### config.mk
export PLATFORM = sky130hd
export DESIGN_NAME = qrs_div_cell
export DESIGN_NICKNAME = d
export VERILOG_FILES = /design/src/hw/rtl/quadratic_root_solver_defines.svh /design/src/hw/rtl/qrs_div_cell.sv
export SDC_FILE = /design/constraint.sdc
export NUM_CORES = 1
export LEC_CHECK = 0
export BUFFER_PORTS_ARGS = -buffer_cell sky130_fd_sc_hd__buf_4
export CELL_PAD_IN_SITES_DETAIL_PLACEMENT = 0
export CELL_PAD_IN_SITES_GLOBAL_PLACEMENT = 1
export CORE_MARGIN = 3
export CORE_UTILIZATION = 25
export DETAILED_ROUTE_END_ITERATION = 6
export PLACE_DENSITY = 0.69
export SKIP_LAST_GASP = 1
export SYNTH_ARGS = -nofsm -noshare
export SYNTH_HDL_FRONTEND = slang
export SYNTH_SLANG_ARGS = --single-unit
### constraint.sdc
create_clock -name clk -period 3 [get_ports clk]
set_input_delay 0.15 -clock clk [delete_from_list [all_inputs] [get_ports clk]]
set_output_delay 0.15 -clock clk [all_outputs]
set_load 0.03 [all_outputs]
### src/hw/rtl/quadratic_root_solver_defines.svh
// assertion macros for the quadratic root solver
// used by the top level only, no other dependencies
`ifndef QUADRATIC_ROOT_SOLVER_DEFINES_SVH
`define QUADRATIC_ROOT_SOLVER_DEFINES_SVH

// implication checked on every clock, disabled during reset
`define QRS_ASSERT_IMP(label, pre, post, msg) \
	label: assert property (@(posedge clk) disable iff (!arst_n) (pre) |-> (post)) \
		else $error(msg);

// next-cycle implication
`define QRS_ASSERT_NEXT(label, pre, post, msg) \
	label: assert property (@(posedge clk) disable iff (!arst_n) (pre) |=> (post)) \
		else $error(msg);

`endif

### src/hw/rtl/qrs_div_cell.sv
// one restoring division step for one unsigned quotient
// no package dependencies
`default_nettype none
module qrs_div_cell #(
	parameter int unsigned NUM_W = 48,
	parameter int unsigned DEN_W = 33,
	parameter int unsigned BIT_IDX = 0
) (
	input  wire logic             clk,
	input  wire logic [DEN_W-1:0] den,
	input  wire logic [NUM_W-1:0] rem_in,
	input  wire logic [NUM_W-1:0] quo_in,
	output logic      [NUM_W-1:0] rem_out,
	output logic      [NUM_W-1:0] quo_out
);
	logic [NUM_W+DEN_W-1:0] shifted_den;
	logic [NUM_W+DEN_W-1:0] rem_w;

	always_comb begin
		shifted_den = {{NUM_W{1'b0}}, den} << BIT_IDX;
		rem_w = {{DEN_W{1'b0}}, rem_in};
	end

	always_ff @(posedge clk) begin
		if (rem_w >= shifted_den) begin
			rem_out <= NUM_W'(rem_w - shifted_den);
			quo_out <= quo_in | (NUM_W'(1) << BIT_IDX);
		end else begin
			rem_out <= rem_in;
			quo_out <= quo_in;
		end
	end
endmodule
`default_nettype wire

# Word-level counts from Yosys, hierarchy flattened
# Index checks and enable logic that the tools add are counted.
[totals]
rom_bits = 0
latchBits = 0
ramBits = 0
inputBits = 130
n_memories = 0
output_inout_bits = 96
register_bits = 96
word_cells = 6
[classes]
n_shift = 0
addsub = 1
n_reduce_logical = 0
n_mux = 1
n_mul = 0
n_div = 0
n_eq_ne = 0
n_bitwise = 0
order_cmp = 1
[ops]
columns = ["cell", "n"]
rows = [
  ["greater-or-equal comparator 48 x 33 -> 1 bit", 1],
  ["two-way mux 48 bit", 1],
  ["subtractor 48 x 33 -> 48 bit", 1],
]

# Longest topological paths before layout
[logic_depth]
word_depth = 2
mapped_depth = 12
depth_no_buf = 12

# Worst setup path before layout
# No wires, ideal clock.
[synth_timing]
path_kind = "input to register"
startpoint = "in rem_in[0]"
endpoint = "reg rem_out[42]"
required_ps = 2928
arrival_ps = 2352
setup_slack_ps = 577
n_path_buf = 0
setup_ps = 72
path_stages = 12
cell_sequence = "inv_1 -> ha_1 -> fa_1 -> nor2b_1 -> o31a_2 -> a21oi_2 -> o21ai_2 -> o21bai_2 -> a21oi_4 -> o2111ai_1 -> nor4b_2 -> xor2_1"
[synth_between]
elab_chain_cells = 2
elab_cells_between_ends = 3
classes_between = "add/sub (1); order compare (1); mux (1)"
[synth_lines]
columns = ["element", "line", "text"]
rows = [
  ["start, declared", "qrs_div_cell.sv:11", "input wire logic [NUM_W-1:0] rem_in,"],
  ["subtractor 48 x 33 -> 48 bit / greater-or-equal comparator 48 x 33 -> 1 bit (equally long branches)", "qrs_div_cell.sv:26, qrs_div_cell.sv:25", ""],
  ["two-way mux 48 bit *", "qrs_div_cell.sv:25", "if (rem_w >= shifted_den) begin"],
  ["end signal, assigned", "qrs_div_cell.sv:26", "rem_out <= NUM_W'(rem_w - shifted_den);"],
  ["end signal, assigned", "qrs_div_cell.sv:29", "rem_out <= rem_in;"],
  ["end, declared", "qrs_div_cell.sv:13", "output logic [NUM_W-1:0] rem_out,"],
]
# Mark *: on every way between the ends. The rest lies on a longest branch, timed or not.
# A chain may end at the register's enable or synchronous reset.

# Worst setup path after layout
[layout_timing]
startpoint = "in rem_in[42]"
endpoint = "reg rem_out[9]"
[layout_between]
elab_chain_cells = 2
[layout_lines]
columns = ["element", "line"]
rows = [
  ["greater-or-equal comparator 48 x 33 -> 1 bit", "qrs_div_cell.sv:25"],
  ["two-way mux 48 bit", "qrs_div_cell.sv:25"],
]
# No other way between the ends.

==> out/qor_table.md <==
| Parameter | Value | Unit |
| --- | --- | --- |
| EDFF count, synth | 0 | - |
| Post-synth top flop | sky130_fd_sc_hd__dfxtp_1 | - |
| Final instance count without filler cells | 1059 | - |
| Number of antenna violations at the first check in global routing | 0 | - |
| Post-synthesis cell count | 537 | - |
| DIE AREA | 20500 | um^2 |
| Growth of design area from synthesis to finish | 61.2 | % |
| Vias | 4776 | - |
| GRT Util Overall | 15.4 | % |
| Number of DRC markers in iteration 0 | 169 | - |
| Final setup violation count | 0 | - |
| Cells along the critical path | dlygate4sd3_1, buf_4, or3_1, nor4_1, nand4_1, nand2b_1, o22ai_1, a21oi_4, buf_4, mux2_1 | - |
| Net count after synthesis | 701 | - |
| Number of antenna repair diodes | 0 | - |
| Total power draw | 0.00400 | W |
| Yosys warning count | 0 | - |
| Number of gates on the worst path with buffers counted | 10 | - |
| Fin. max-slew vios | 0 | - |
| Effective utilization at floorplan | 25.9 | % |
| Sequential element share of the synthesized area | 40.8 | % |
| Root buf cell | sky130_fd_sc_hd__clkbuf_16 | - |
| Remaining DRCs | 0 | - |
| Cell variety after synth | 50 | - |
| WL/cell | 15.9 | um |
| Total count of hold-check failures in the final report | 0 | - |
| Peak per-stage delay on the critical path | 550 | ps |
| Fraction of final layout cells sized beyond drive strength 1 | 33.4 | % |
| Fraction of synthesis flops using an asynchronous set or reset pin | 0 | % |
| Height of the chip | 143 | um |
| Kind of cell with the highest combined delay on the critical path | simple AND/OR/NAND/NOR gates | - |
| Power density relative to cell area | 526 | nW/um^2 |
| Total wire length after detailed routing | 16800 | um |
| First-pass DRT Iterations | 4 | - |
| Worst hold path depth | 2 | - |
| Worst setup path class | in2reg | - |
| Fin Setup TNS | 0 | ps |
| Clock tree sinks | 96 | - |
| Crit path top cell by count | sky130_fd_sc_hd__buf_4 | - |
| Required time of the worst setup path | 3250 | ps |
| Post-CTS clock slew at the launch and capture registers of the worst setup and hold paths | 80 | ps |
| Result of the run | finished, final reports clean | - |
| Overall die width | 143 | um |
| Number of buffers created by CTS | 9 | - |
| Number of nets with antenna violations after detailed routing | 0 | - |
| Flops & latches, synth | 96 | - |
| Worst min-delay path category | in2reg | - |
| Maximum clock frequency | 356 | MHz |
| Post-CTS Setup Bufs | 0 | - |
| GRT overflow | 0 | - |
| RSZ-0062 raised after global routing | no | - |
| Share of the clock period used by the worst path | 93.6 | % |
| Tightest Pin Transition | 539 | ps |
| Area inside the core boundary | 18200 | um^2 |
| Avg Inst Size Synth | 8.77 | um^2 |
| Critical path buffers and inverters | 3 | - |
| Final weighted congestion of routability-driven global placement | 0.801 | - |
| Number of core rows | 49 | - |
| Number of global-route vias before repair | 4868 | - |
| IO Port Bufs | 225 | - |
| Min Tclk post-route | 2810 | ps |
| Post-Place Cells | 985 | - |
| Post-route worst setup slack | 193 | ps |
| Clock Path Buffers | 2 | - |
| CP Max Fanout | 19 | - |
| Worst vdd rail ir drop | 0.000223 | V |
| H-tree level count | 3 | - |
| Total of max-cap violations | 0 | - |
| Slowest cell on the critical path | sky130_fd_sc_hd__dlygate4sd3_1 | - |
| First-pass GRT wire length | 24900 | um |
| Pin count of the biggest net entering global routing | 25 | - |
| Worst slew margin relative to its limit | 63.7 | % |
| Worst Path Arrival | 3050 | ps |
| DPL Wire Length | 13100 | um |
| Post-Place Setup Slack | 117 | ps |
| Number of vias per cell after detailed routing | 4.51 | - |
| Startpoint type of the worst setup path | primary input | - |
| Post-Synthesis Cell Area | 4710 | um^2 |
| WHS | 11.0 | ps |
| Clock tree from TritonCTS | done | - |
| Final net count | 989 | - |
| Worst Setup End Kind | flip-flop | - |
| Total I/O pin count | 226 | - |
| Reported leakage power | 3.55 | nW |
-- power breakdown --
part           switching, W  leakage, nW  internal [W]
registers         0.0000460        0.810       0.00143
logic              0.000757         2.59      0.000589
clock network      0.000583        0.150      0.000596
total               0.00139         3.55       0.00261
-- registers in the layout, indices dropped and copies added, names as in the netlist --
| name | flops |
|---|---|
| quo_out | 48 |
| rem_out | 48 |
-- cells in the mapped netlist, types with 5 or more instances --
cell type,instances,area share (%)
sky130_fd_sc_hd__dfxtp_1,96,41
sky130_fd_sc_hd__a21oi_1,60,6.4
sky130_fd_sc_hd__nor2_1,52,4.1
sky130_fd_sc_hd__inv_1,41,3.3
sky130_fd_sc_hd__ha_1,33,8.8
sky130_fd_sc_hd__nand2_1,31,2.5
sky130_fd_sc_hd__xnor2_1,23,4.3
sky130_fd_sc_hd__xor2_1,21,3.9
sky130_fd_sc_hd__o21ai_0,20,2.1
sky130_fd_sc_hd__nand3_1,14,1.5
sky130_fd_sc_hd__buf_2,13,1.4
sky130_fd_sc_hd__nand4_1,11,1.5
sky130_fd_sc_hd__nor4_1,11,1.5
sky130_fd_sc_hd__or3_1,8,1.1
sky130_fd_sc_hd__a31oi_1,7,0.93
sky130_fd_sc_hd__mux2_2,7,1.7
sky130_fd_sc_hd__nand2b_1,7,0.93
sky130_fd_sc_hd__a21o_1,6,0.96
sky130_fd_sc_hd__clkbuf_1,5,0.40
sky130_fd_sc_hd__nor2b_1,5,0.66
sky130_fd_sc_hd__nor3_1,5,0.53
sky130_fd_sc_hd__o21a_1,5,0.80
sky130_fd_sc_hd__o21bai_1,5,0.80
-- routing by layer --
layer / wire (um) / vias up / track usage (%)
met5: 0 / - / 0
met4: 253 / 0 / 4.66
met3: 1130 / 17 / 3.33
met2: 8180 / 168 / 27.8
met1: 7260 / 2144 / 18.3
li1: - / 2447 / -
-- layout make-up --
| class | count | area (um^2) |
|---|---|---|
| Fill cell | 1824 | 10600 |
| Multi-Input combinational cell | 380 | 2550 |
| Timing Repair Buffer | 297 | 2370 |
| Sequential cell | 96 | 1920 |
| Tap cell | 229 | 287 |
| Clock buffer | 9 | 225 |
| Inverter | 41 | 154 |
| Clock inverter | 7 | 81.3 |
-- worst paths after layout --
| path | startpoint | endpoint | slack (ps) |
|---|---|---|---|
| worst max-delay path | rem_in[42] | rem_out[9] | 190 |
| worst min-delay path | rem_in[4] | rem_out[4] | 10 |
-- what timing repair did --
action	in CTS	in global routing
endpoints found under the setup margin	0	8
resized for setup	0	2
hold buffers	58	0
hold endpoints to repair	58	0
-- through the flow --
stage / cell area [um^2] / util, %
4_1_cts: 7590 / 41.7
3_5_place_dp: 6700 / 36.8
2_1_floorplan: 4710 / -
5_1_grt: 7600 / 41.7
3_3_place_gp: 6700 / 36.8
6_report: 7600 / 41.7
-- layout by cell type, fill, tap and decap left out, types with 4 or more instances in the layout --
cell type	instances
sky130_fd_sc_hd__a31oi_1	7
sky130_fd_sc_hd__clkbuf_16	9
sky130_fd_sc_hd__ha_1	33
sky130_fd_sc_hd__or3_1	8
sky130_fd_sc_hd__a21o_1	6
sky130_fd_sc_hd__dfxtp_1	96
sky130_fd_sc_hd__mux2_1	4
sky130_fd_sc_hd__o21ai_0	20
sky130_fd_sc_hd__o2111ai_1	4
sky130_fd_sc_hd__mux2_2	7
sky130_fd_sc_hd__nand4_1	11
sky130_fd_sc_hd__nand3_1	14
sky130_fd_sc_hd__nor4_1	10
sky130_fd_sc_hd__o31ai_1	4
sky130_fd_sc_hd__o21a_1	5
sky130_fd_sc_hd__buf_4	239
sky130_fd_sc_hd__xnor2_1	23
sky130_fd_sc_hd__a21oi_1	60
sky130_fd_sc_hd__nand2b_1	7
sky130_fd_sc_hd__nand2_1	31
sky130_fd_sc_hd__o21bai_1	5
sky130_fd_sc_hd__and3_1	4
sky130_fd_sc_hd__inv_1	41
sky130_fd_sc_hd__nor2b_1	5
sky130_fd_sc_hd__nor3_1	5
sky130_fd_sc_hd__xor2_1	21
sky130_fd_sc_hd__nor2_1	52
sky130_fd_sc_hd__dlygate4sd3_1	58
-- kinds of logic (layout without fill, tap and decap cells) --
kind of cell / Yosys count / count (layout) / synth area share, %
XOR/XNOR: 44 / 44 / 8.18
multiplexers: 11 / 11 / 2.63
AO/OA/AOI/OAI: 137 / 137 / 18.1
buffers and inverters: 61 / 354 / 5.26
flip-flops: 96 / 96 / 40.8
AND/OR/NAND/NOR: 154 / 154 / 15.8
adder cells (fa/ha/maj): 34 / 34 / 9.19
Note: power is estimated with default switching activity, not from simulation.
