## config.mk

```make
export PLATFORM = sky130hd
export DESIGN_NAME = qrs_sqrt_cell
export DESIGN_NICKNAME = d
export VERILOG_FILES = /design/src/hw/rtl/quadratic_root_solver_defines.svh /design/src/hw/rtl/qrs_sqrt_cell.sv
export SDC_FILE = /design/constraint.sdc
export NUM_CORES = 1
export LEC_CHECK = 0
export BUFFER_PORTS_ARGS = -buffer_cell sky130_fd_sc_hd__buf_2
export CORE_MARGIN = 1.5
export CORE_UTILIZATION = 55
export CTS_BUF_LIST = sky130_fd_sc_hd__clkbuf_8
export CTS_CLUSTER_DIAMETER = 60
export CTS_CLUSTER_SIZE = 30
export DETAILED_ROUTE_END_ITERATION = 12
export PLACE_DENSITY = 0.88
export SLEW_MARGIN = 20
export SYNTH_ARGS = -nofsm -noshare
export SYNTH_HDL_FRONTEND = slang
export SYNTH_SLANG_ARGS = --single-unit
```

## constraint.sdc

```tcl
create_clock -name clk -period 11 [get_ports clk]
set_input_delay 3.3 -clock clk [delete_from_list [all_inputs] [get_ports clk]]
set_output_delay 3.3 -clock clk [all_outputs]
set_load 0.01 [all_outputs]
```

## src/hw/rtl/quadratic_root_solver_defines.svh

```systemverilog
// assertion macros for the quadratic root solver
// used by the top level only, no other dependencies
`ifndef QUADRATIC_ROOT_SOLVER_DEFINES_SVH
`define QUADRATIC_ROOT_SOLVER_DEFINES_SVH

// implication checked on every clock, disabled during reset
`define QRS_ASSERT_IMP(label, pre, post, msg) \
	label: assert property (@(posedge clk) disable iff (!arst_n) (pre) |-> (post)) \
		else $error(msg);

// next-cycle implication
`define QRS_ASSERT_NEXT(label, pre, post, msg) \
	label: assert property (@(posedge clk) disable iff (!arst_n) (pre) |=> (post)) \
		else $error(msg);

`endif

```

## src/hw/rtl/qrs_sqrt_cell.sv

```systemverilog
// one restoring square root step, one result bit per cell
// no package dependencies
`default_nettype none
module qrs_sqrt_cell #(
	parameter int unsigned RAD_W = 68,
	parameter int unsigned ROOT_W = 34,
	parameter int unsigned BIT_IDX = 0
) (
	input  wire logic              clk,
	input  wire logic [RAD_W-1:0]  rem_in,
	input  wire logic [ROOT_W-1:0] root_in,
	output logic      [RAD_W-1:0]  rem_out,
	output logic      [ROOT_W-1:0] root_out
);
	logic [RAD_W+1:0] trial;
	logic [RAD_W+1:0] rem_w;

	// trial subtraction: (2*root + bit) * bit weight
	always_comb begin
		trial = ({{(RAD_W+2-ROOT_W){1'b0}}, root_in} << (BIT_IDX + 1))
			+ ((RAD_W+2)'(1) << (2 * BIT_IDX));
		rem_w = {2'b00, rem_in};
	end

	always_ff @(posedge clk) begin
		if (rem_w >= trial) begin
			rem_out  <= RAD_W'(rem_w - trial);
			root_out <= root_in | (ROOT_W'(1) << BIT_IDX);
		end else begin
			rem_out  <= rem_in;
			root_out <= root_in;
		end
	end
endmodule
`default_nettype wire

```

### Word level (Yosys, flattened, before mapping)

Cells that the tools add are included.

| storage, ports and cells | value |
|---|---|
| register bits | 102 |
| output and inout port bits | 102 |

| operators by class | value |
|---|---|
| add/sub/neg operators | 2 |
| order comparisons | 1 |
| multiplexer cells | 1 |

Operators by type and width:

| kind | count |
|---|---|
| 68-bit by 36-bit greater-or-equal comparator with 1-bit output | 1 |
| 68-bit two-way mux | 1 |
| 68-bit by 36-bit subtractor with 68-bit output | 1 |
| 35-bit by 1-bit adder with 36-bit output (second input constant) | 1 |

### Depth between registers and ports, before layout

Gate-level depths: netlist of run 1.

| logic depth | value |
|---|---|
| word-level depth | 3 |
| depth in mapped cells | 14 |
| mapped depth without buffers | 10 |

### Worst setup path after synthesis of run 1

OpenSTA, ideal clock, no wires.

| timing path | value |
|---|---|
| kind | input-to-reg |
| start point | in root_in[32] |
| end point | reg rem_out[53] |
| setup time | 118 ps |
| arrival time | 6022 ps |
| data required time | 10882 ps |
| path slack | 4860 ps |
| stages | 11 |
| buffers on the path | 2 |
| cells stage by stage | inv_1 ha_1 buf_2 nand4b_1 or3_1 clkbuf_1 a2111oi_2 nor3_2 or4_1 or3_1 xnor2_1 |

| between the ends | value |
|---|---|
| cells in the longest elaborated chain, start to end | 3 |
| elaborated cells between the ends (all ways) | 4 |

Ends and longest elaborated chain:

| what | RTL line | RTL |
|---|---|---|
| start: declaration | qrs_sqrt_cell.sv:11 | `input wire logic [ROOT_W-1:0] root_in,` |
| 35-bit by 1-bit adder with 36-bit output * | qrs_sqrt_cell.sv:21 | `+ ((RAD_W+2)'(1) << (2 * BIT_IDX));` |
| 68-bit by 36-bit subtractor with 68-bit output / 68-bit by 36-bit greater-or-equal comparator with 1-bit output (equally long branches) | qrs_sqrt_cell.sv:27, qrs_sqrt_cell.sv:26 |  |
| 68-bit two-way mux * | qrs_sqrt_cell.sv:26 | `if (rem_w >= trial) begin` |
| end signal: assignment | qrs_sqrt_cell.sv:27 | `rem_out <= RAD_W'(rem_w - trial);` |
| end signal: assignment | qrs_sqrt_cell.sv:30 | `rem_out <= rem_in;` |
| end: declaration | qrs_sqrt_cell.sv:12 | `output logic [RAD_W-1:0] rem_out,` |

Every way passes the cells marked *; elsewhere a longest branch is shown, timed or not.
A chain may end at the register's enable or synchronous reset.

### Final worst setup path of run 1

| timing path | value |
|---|---|
| start point | in root_in[33] |
| end point | reg rem_out[67] |

The elaborated chain is that of the path after synthesis.

==> flow_summary.json, run 1 <==
{
  "h-tree-depth": 3,
  "netlist_instances": 658,
  "cts_hold_buf": 0,
  "powerDensity_nw_per_um2": 134,
  "numCtsBuffers": 9,
  "fin_area_um2": 6800,
  "critPathRequiredTime_ns": 11.29,
  "seq_area_um2": 2040,
  "path_clk_slew_ns": 0.10,
  "finalCritPeriodShare_pct": 60.9,
  "fp.dieW_um": 104,
  "die_area_um2": 10700,
  "synth-seq-cells": 102,
  "drc": 0,
  "synth_top_cells_by_area": "dfxtp_1 37%, ha_1 7.9%, xor2_1 5.7%",
  "crit_path_max_fanout": 13,
  "grt_pass1_wl_mm": 24.7,
  "drtAntennaViolNets": 0,
  "grt_usage_pct": 27.7,
  "rsz0062_at_grt": "false",
  "synth_most_common_cell": "dfxtp_1",
  "multi_input_area_um2": 3180,
  "whs_path_depth": 1,
  "place_congestion": 0.941,
  "async_flop_share_pct": 0,
  "final-hold-violation-count": 0,
  "placed_area_um2": 6590,
  "synth-edff-count": 0,
  "first_pass_iters": 5,
  "crit_start": "root_in[33]",
  "fillers": 839,
  "final_layout_size_suffix_gt1_share_pct": 27.7,
  "finalCriticalPeriod_ns": 6.70,
  "via_per_inst": 5.63,
  "diodes": 0,
  "irDropWorstVdd_mv": 0.101,
  "cts_buffer_depth": 2,
  "crit_arrival_ns": 6.98,
  "endpoint_kind": "flip-flop",
  "max_freq_ghz": 0.149,
  "synth_cell_types": 59,
  "grt_max_degree": 52,
  "slew_headroom_pct": 31.9,
  "die_h_um": 104,
  "utilization_pct": 69.3,
  "vias": 5519,
  "hold_path_class": "input port to flip-flop",
  "ioPinCount": 205,
  "finalSetupViolCount": 0,
  "yosysSeqAreaShare_pct": 36.7,
  "tns_ns": 0,
  "grt-ovfl-total": 0,
  "cp-start-kind": "input port",
  "final_max_slew_viol_count": 0,
  "mappedNetlistNets": 797,
  "core_um2": 9820,
  "ys.flop_type": "dfxtp_1",
  "cp-endpoint": "rem_out[67]",
  "syn_area_um2": 5570,
  "syn2layout_area_growth_pct": 22.1,
  "ys_warn_count": 0,
  "wl_per_cell_um": 15.4,
  "antenna_found_initial": 0,
  "criticalPathCategory": "input port to flip-flop",
  "hold_start": "root_in[9]",
  "totalWireLength_mm": 15.1,
  "std_cell_rows": 36,
  "synthDominantCellAreaShare_pct": 36.7,
  "dp.final_hpwl_mm": 12.1,
  "postCtsSetupBuffers": 0,
  "p_leak_nw": 3.16,
  "synth_common_cells": "102 x dfxtp_1, 74 x nand2_1, 46 x inv_1",
  "status": "finished clean",
  "grt_pass1_vias": 5236,
  "cts_resized": 0,
  "syn_avg_cell_area_um2": 8.47,
  "yosysTopAreaCell": "dfxtp_1",
  "cts_sinks": 102,
  "max-cap-violations": 0,
  "port_buffers": 204,
  "total_power_mw": 0.911,
  "nets": 981,
  "drt-initial-drc-count": 336,
  "cts_tree": "done",
  "tightest_slew_ns": 1.02,
  "initial_core_util_pct": 56.7,
  "clockRootBuffer": "clkbuf_8"
}
flip-flops by register name, summed over array words and instances, names as in the netlist:
| register | flops |
|---|---|
| root_out | 34 |
| rem_out | 68 |
critical path, stage by stage:
cell and delay (ns):
buf_2 0.08, inv_1 0.04, ha_1 0.50, nand4b_1 0.30, or3_1 0.57, nor4b_1 0.74
nor3_4 0.19, or4_1 0.67, nor4_1 0.38, xor2_1 0.19
final cells by class:
class	count	share of cell area, %
clock buffers	9	1.82
clock inverters	7	1.05
inverters	46	2.54
multi-input cells	477	46.8
flip-flops and latches	102	30.0
well taps	133	2.45
repair buffers	206	15.3
power by group:
part	leakage [nW]	switching (mW)	internal (mW)
Combinational	2.20	0.148	0.106
Sequential	0.860	0.00981	0.412
Clock	0.0974	0.130	0.106
Total	3.16	0.288	0.624
kinds of logic (layout without fill, tap and decap cells):
group | count (synthesis) | after routing | share of synthesized area [%]
flops | 102 | 102 | 36.7
xor+xnor | 65 | 65 | 10.2
compound gates | 165 | 165 | 18.6
buf+inv | 79 | 268 | 6.31
fa+ha+maj | 36 | 36 | 8.22
mux | 2 | 2 | 0.404
simple gates | 209 | 209 | 19.6
metrics by stage:
step | setup WS (ns) | hold slack (ns) | std cells
2_1_floorplan | 4.86 | 3.33 | 658
3_3_place_gp | 3.76 | 3.42 | 963
3_5_place_dp | 3.75 | 3.42 | 963
4_1_cts | 4.13 | 3.05 | 979
5_1_grt | 4.08 | 3.03 | 980
6_report | 4.30 | 3.05 | 980
how the worst min path moves through the flow:
stage                    to  slack, ns
6_report        root_out[9]       3.05
3_5_place_dp   root_out[28]       3.42
2_1_floorplan  root_out[10]       3.33
3_3_place_gp   root_out[20]       3.42
5_1_grt         root_out[1]       3.03
4_1_cts         root_out[4]       3.05
per-layer routing:
layer  vias up  routed length (um)  global-route usage [%]
met5         -                   0                       0
met4         0                 312                    9.52
met3        26                 932                    3.90
met2       249                7150                    46.7
met1      2548                6740                    36.5
li1       2696                   -                       -
cells in the final DEF, fill, tap and decap left out, types with 5 or more instances in the layout:
cell type  count
dfxtp_1      102
nor4_1        13
a21o_1        14
nand3_1        8
ha_1          35
nand4_1       12
inv_1         47
xor2_1        36
or4_1          9
nand2_1       74
and3_1         7
a31oi_1        5
nor2_1        20
buf_2        204
o21a_1         7
clkbuf_8       9
nand2b_1       5
a21oi_1       41
o21ai_0       43
nor2b_1        6
o21ai_1       12
xnor2_1       29
or3_1         13
a211oi_1       5
nor3_1        19
or2_2          6
(Power assumes the default switching activity.)
==> run 2, diff against run 1 <==
Settings changed: ABC_AREA from default to 1, CORE_UTILIZATION 55 to 49, PLACE_DENSITY 0.88 to 0.79.
Clock period 11 ns to 5.4 ns, I/O delays scaled along.
==> run 2 against run 1 <==
Sequential share of layout area is 6.4 points lower. Synthesized cell count rose by 85%. Flip-flop and latch count unchanged. Core utilization fell by 9.5 points. Total power up 130%. Hold slack lost 1.7 ns.
==> flow_summary.json, run 2 <==
{
  "std_cell_rows": 44,
  "synth_most_common_cell": "nand2_1",
  "grt_pass1_vias": 7583,
  "netlist_instances": 1220,
  "met1Wirelength_mm": 10.9,
  "syn_avg_cell_area_um2": 5.93,
  "synth_top_family_by_area": "simple AND/OR/NAND/NOR gates",
  "cp_top_family": "simple AND/OR/NAND/NOR gates",
  "synth.area.mux_share_pct": 0,
  "slew_headroom_pct": 58.9,
  "synth_fa_ha_area_share_pct": 6.33,
  "port_buffers": 204,
  "totalWireLength_mm": 23.9,
  "crit_path_max_fanout": 36,
  "grt_max_degree": 53,
  "final_cell_mix": "454 x nand2_1, 230 x inv_1, 204 x buf_2, 112 x nor2_1, 102 x dfxtp_1",
  "cts_resized": 0,
  "tightest_slew_ns": 0.611,
  "biggestRegsByFlops": "rem_out x68, root_out x34",
  "drc": 0,
  "crit_arrival_ns": 4.08,
  "path_clk_slew_ns": 0.10,
  "syn2layout_area_growth_pct": 19.7,
  "irDropWorstVdd_mv": 0.183,
  "cp-start-kind": "input port",
  "finalCritPeriodShare_pct": 69.8,
  "p_leak_nw": 4.75,
  "async_flop_share_pct": 0,
  "vias": 7971,
  "ioPinCount": 205,
  "total_power_mw": 2.05,
  "utilization_pct": 59.8,
  "drt-initial-drc-count": 629,
  "initial_core_util_pct": 50.0,
  "fillers": 1492,
  "nets": 1566,
  "seq_area_um2": 2040,
  "ys.flop_type": "dfxtp_1",
  "place_congestion": 0.937,
  "syn_area_um2": 7240,
  "whs_path_depth": 1,
  "yosysTopAreaCell": "dfxtp_1",
  "wl_per_cell_um": 14.8,
  "cp_slowest_cell": "buf_4",
  "final-hold-violation-count": 0,
  "yosysSeqAreaShare_pct": 28.2,
  "dp_slack_ns": 1.28,
  "wl_met2_mm": 10.4,
  "final_layout_size_suffix_gt1_share_pct": 19.0,
  "fin_area_um2": 8660,
  "synth-seq-cells": 102,
  "rsz0062_at_grt": "false",
  "fin_ws_ns": 1.63,
  "final_common_cell": "nand2_1",
  "grt-ovfl-total": 0,
  "critPathRequiredTime_ns": 5.71,
  "dp.final_hpwl_mm": 20.4,
  "cts_hold_buf": 0,
  "placed_area_um2": 8440,
  "synth_common_cells": "454 x nand2_1, 229 x inv_1, 112 x nor2_1",
  "die_h_um": 125,
  "synthSimpleGateAreaFrac_pct": 39.9,
  "top_register": "rem_out",
  "max_freq_ghz": 0.265,
  "max-cap-violations": 0,
  "postCtsSetupBuffers": 0,
  "drtAntennaViolNets": 0,
  "synth-edff-count": 0,
  "path_depth": 12,
  "synth_cell_types": 35,
  "via_per_inst": 4.94,
  "min_to": "root_out[13]",
  "grt_usage_pct": 30.9,
  "top_layer": "met4",
  "fp.dieW_um": 125,
  "finalCriticalPeriod_ns": 3.77,
  "first_pass_iters": 6,
  "status": "finished clean",
  "synth_xor_area_share_pct": 3.87,
  "core_um2": 14500,
  "cts_sinks": 102,
  "place_inst": 1600,
  "layoutNonFillerInstCount": 1614,
  "ys_warn_count": 0,
  "finalSetupViolCount": 0,
  "die_area_um2": 15500,
  "synthDominantCellAreaShare_pct": 28.2,
  "hold_slack_ns": 1.34,
  "endpoint_kind": "flip-flop",
  "mappedNetlistNets": 1359,
  "grt_pass1_wl_mm": 37.8,
  "cts_tree": "done",
  "numCtsBuffers": 9,
  "wl_met3_mm": 2.05,
  "powerDensity_nw_per_um2": 237,
  "critPathMaxStageDelay_ns": 0.38,
  "path_buf_inv": 3,
  "criticalPathCategory": "input port to flip-flop",
  "largest_reg_flops": 68,
  "diodes": 0,
  "final_max_slew_viol_count": 0,
  "hold_start": "root_in[13]",
  "synth_compound_area_share_pct": 7.97,
  "crit_chain": "buf_2 > ha_1 > a21oi_1 > nor2_1 > nor2_2 > o21ai_1 > nor2_1 > nand3_4 > inv_2 > buf_4 > nand2_1 > o21ai_1",
  "synth_top_cells_by_area": "dfxtp_1 28%, nand2_1 24%, inv_1 12%",
  "clockRootBuffer": "clkbuf_8",
  "hold_path_class": "input port to flip-flop",
  "cts_buffer_depth": 2,
  "crit_start": "rem_in[33]",
  "tns_ns": 0,
  "antenna_found_initial": 0,
  "multi_input_area_um2": 4200,
  "h-tree-depth": 3
}
## run 2: area by class of cell
class	instances	share of cell area (%)
clock buffer	9	1.43
inverter	243	10.5
sequential	102	23.6
tap	184	2.66
clock inverter	5	1.17
multi-input combinational	865	48.5
timing repair buffer	206	12.1
## run 2: power breakdown
group / switching, mW / internal (mW) / total, mW
clock network: 0.265 / 0.301 / 0.566
registers: 0.0191 / 0.838 / 0.857
logic: 0.396 / 0.234 / 0.629
## run 2: logic make-up after synthesis
group / after synthesis
AOI/OAI and AO/OA: 98
buffers and inverters: 253
DFF: 102
xor gates and xnor gates: 32
and+or+nand+nor: 699
adders and majority gates: 36
## run 2: layer usage
layer | vias to the layer above | GRT usage (%)
met5 | - | 0
met4 | 0 | 8.52
met3 | 35 | 7.52
met2 | 314 | 49.0
met1 | 3493 | 42.0
li1 | 4129 | -
## run 2: worst max-delay path by stage
stage | endpoint | slack, ns
after global routing | rem_out[18] | 1.46
after floorplan | root_out[0] | 2.10
after detailed placement | rem_out[18] | 1.28
after global placement | rem_out[29] | 1.36
after CTS | rem_out[18] | 1.68
final | rem_out[18] | 1.63
==> run 3, diff against run 2 <==
Settings changed: CORE_UTILIZATION 49 to 55, PLACE_DENSITY 0.79 to 0.84.
Clock period 5.4 ns to 3.9 ns, I/O delays scaled along.
==> run 3 against run 2 <==
Core utilization up 8.5 points. Worst setup slack worse by 0.96 ns. Total power increased by 34%. Cell count fell by 0.25%. Via count increased by 5.9%. Routed wire length is 5.8% higher. Flip-flop and latch count unchanged. Sequential share of layout area fell by 0.068 points. Hold slack worse by 0.45 ns. Global-route usage is 5.4 points higher. Combinational power grew 43%. Cell area is 0.29% higher. Critical endpoint is now rem_out[10].
==> flow_summary.json, run 3 (synthesis gave the netlist of run 2 again) <==
{
  "grt-ovfl-total": 0,
  "core_um2": 12700,
  "top_register": "rem_out",
  "grt_pass1_wl_mm": 39.3,
  "crit_start": "root_in[32]",
  "ioPinCount": 205,
  "final_layout_size_suffix_gt1_share_pct": 19.5,
  "final_common_cell": "nand2_1",
  "cts_resized": 0,
  "finalSetupViolCount": 0,
  "nets": 1573,
  "irDropWorstVdd_mv": 0.267,
  "port_buffers": 204,
  "crit_path_max_fanout": 16,
  "criticalPathCategory": "input port to flip-flop",
  "rsz0062_at_grt": "false",
  "final_cell_mix": "454 x nand2_1, 230 x inv_1, 204 x buf_2, 112 x nor2_1, 102 x dfxtp_1",
  "tightest_slew_ns": 0.731,
  "cp-endpoint": "rem_out[10]",
  "path_depth": 13,
  "drt-initial-drc-count": 685,
  "endpoint_kind": "flip-flop",
  "cts_buffer_depth": 2,
  "syn2layout_area_growth_pct": 20.0,
  "grt_usage_pct": 36.4,
  "powerDensity_nw_per_um2": 318,
  "place_congestion": 0.994,
  "dp.final_hpwl_mm": 21.7,
  "first_pass_iters": 6,
  "grt_pass1_vias": 7919,
  "initial_core_util_pct": 56.9,
  "vias": 8441,
  "final_max_slew_viol_count": 0,
  "diodes": 0,
  "biggestRegsByFlops": "rem_out x68, root_out x34",
  "hold_slack_ns": 0.887,
  "crit_arrival_ns": 3.55,
  "finalCritPeriodShare_pct": 82.7,
  "final-hold-violation-count": 0,
  "path_clk_slew_ns": 0.10,
  "crit_chain": "buf_2 > inv_1 > ha_1 > a21oi_1 > nor2_1 > nor2_2 > o21ai_1 > nor2_1 > nand3_4 > inv_2 > buf_4 > nand2_1 > o21ai_1",
  "critPathMaxStageDelay_ns": 0.35,
  "max_freq_ghz": 0.310,
  "drc": 0,
  "drtAntennaViolNets": 0,
  "postCtsSetupBuffers": 0,
  "antenna_found_initial": 0,
  "hold_path_class": "input port to flip-flop",
  "largest_reg_flops": 68,
  "wl_per_cell_um": 15.7,
  "max-cap-violations": 0,
  "critPathRequiredTime_ns": 4.23,
  "fin_area_um2": 8690,
  "numCtsBuffers": 9,
  "via_per_inst": 5.24,
  "grt_max_degree": 26,
  "clockRootBuffer": "clkbuf_8",
  "cts_hold_buf": 0,
  "placed_area_um2": 8500,
  "cp_top_family": "buffers and inverters",
  "cp_slowest_cell": "a21oi_1",
  "finalCriticalPeriod_ns": 3.22,
  "totalWireLength_mm": 25.3,
  "die_h_um": 118,
  "cp-start-kind": "input port",
  "die_area_um2": 13900,
  "status": "finished clean",
  "fillers": 1168,
  "p_leak_nw": 4.77,
  "tns_ns": 0,
  "path_buf_inv": 4,
  "h-tree-depth": 3,
  "slew_headroom_pct": 50.9,
  "std_cell_rows": 41,
  "cts_sinks": 102,
  "fp.dieW_um": 118,
  "cts_tree": "done"
}
-- run 3: cell types whose count changed in the layout (fill, tap and decap cells not counted) --
cell	delta
buf_12	+2
clkinv_4	+1
bufinv_16	-2
inv_6	+1
buf_4	+5
clkinv_2	+1
-- run 3: per-layer routing --
metal	up-vias	GRT usage, %	part of all wire, %
met2	457	60.3	46
li1	4144	-	-
met1	3777	45.6	41
met5	-	0	0
met4	0	12.3	3.3
met3	63	9.79	11
-- run 3: final cells by class --
type,count,area [um^2],share of cell area [%]
clock buffer,9,124,1.43
clock inverter,6,63.8,0.735
inverter,243,912,10.5
multi-input combinational,865,4200,48.4
sequential,102,2040,23.5
tap,172,215,2.48
timing repair buffer,213,1130,13.0
-- run 3: worst min path at each step --
stage	start	endpoint	slack, ns	cells past startpoint
finish	root_in[33]	root_out[33]	0.89	1
detailed placement	root_in[33]	root_out[33]	1.29	1
CTS	root_in[28]	root_out[28]	0.88	1
global placement	root_in[33]	root_out[33]	1.29	1
global route	root_in[33]	root_out[33]	0.87	1
floorplan	root_in[10]	root_out[10]	1.20	0
-- run 3: stage by stage --
stage	worst slack [ns]	util [%]	std cells	power [mW]
after detailed placement	0.351	66.8	1595	2.09
after global placement	0.430	66.8	1595	2.07
after floorplan	1.05	-	1220	1.74
after CTS	0.751	68.3	1610	2.75
after global routing	0.558	68.3	1610	2.89
final	0.676	68.3	1610	2.76
-- run 3: power by group --
group	internal (mW)	switching, mW	total (mW)	leakage, nW
Sequential	1.16	0.0283	1.19	0.860
Clock	0.293	0.379	0.672	0.0969
Combinational	0.330	0.568	0.898	3.81
Total	1.78	0.975	2.76	4.77
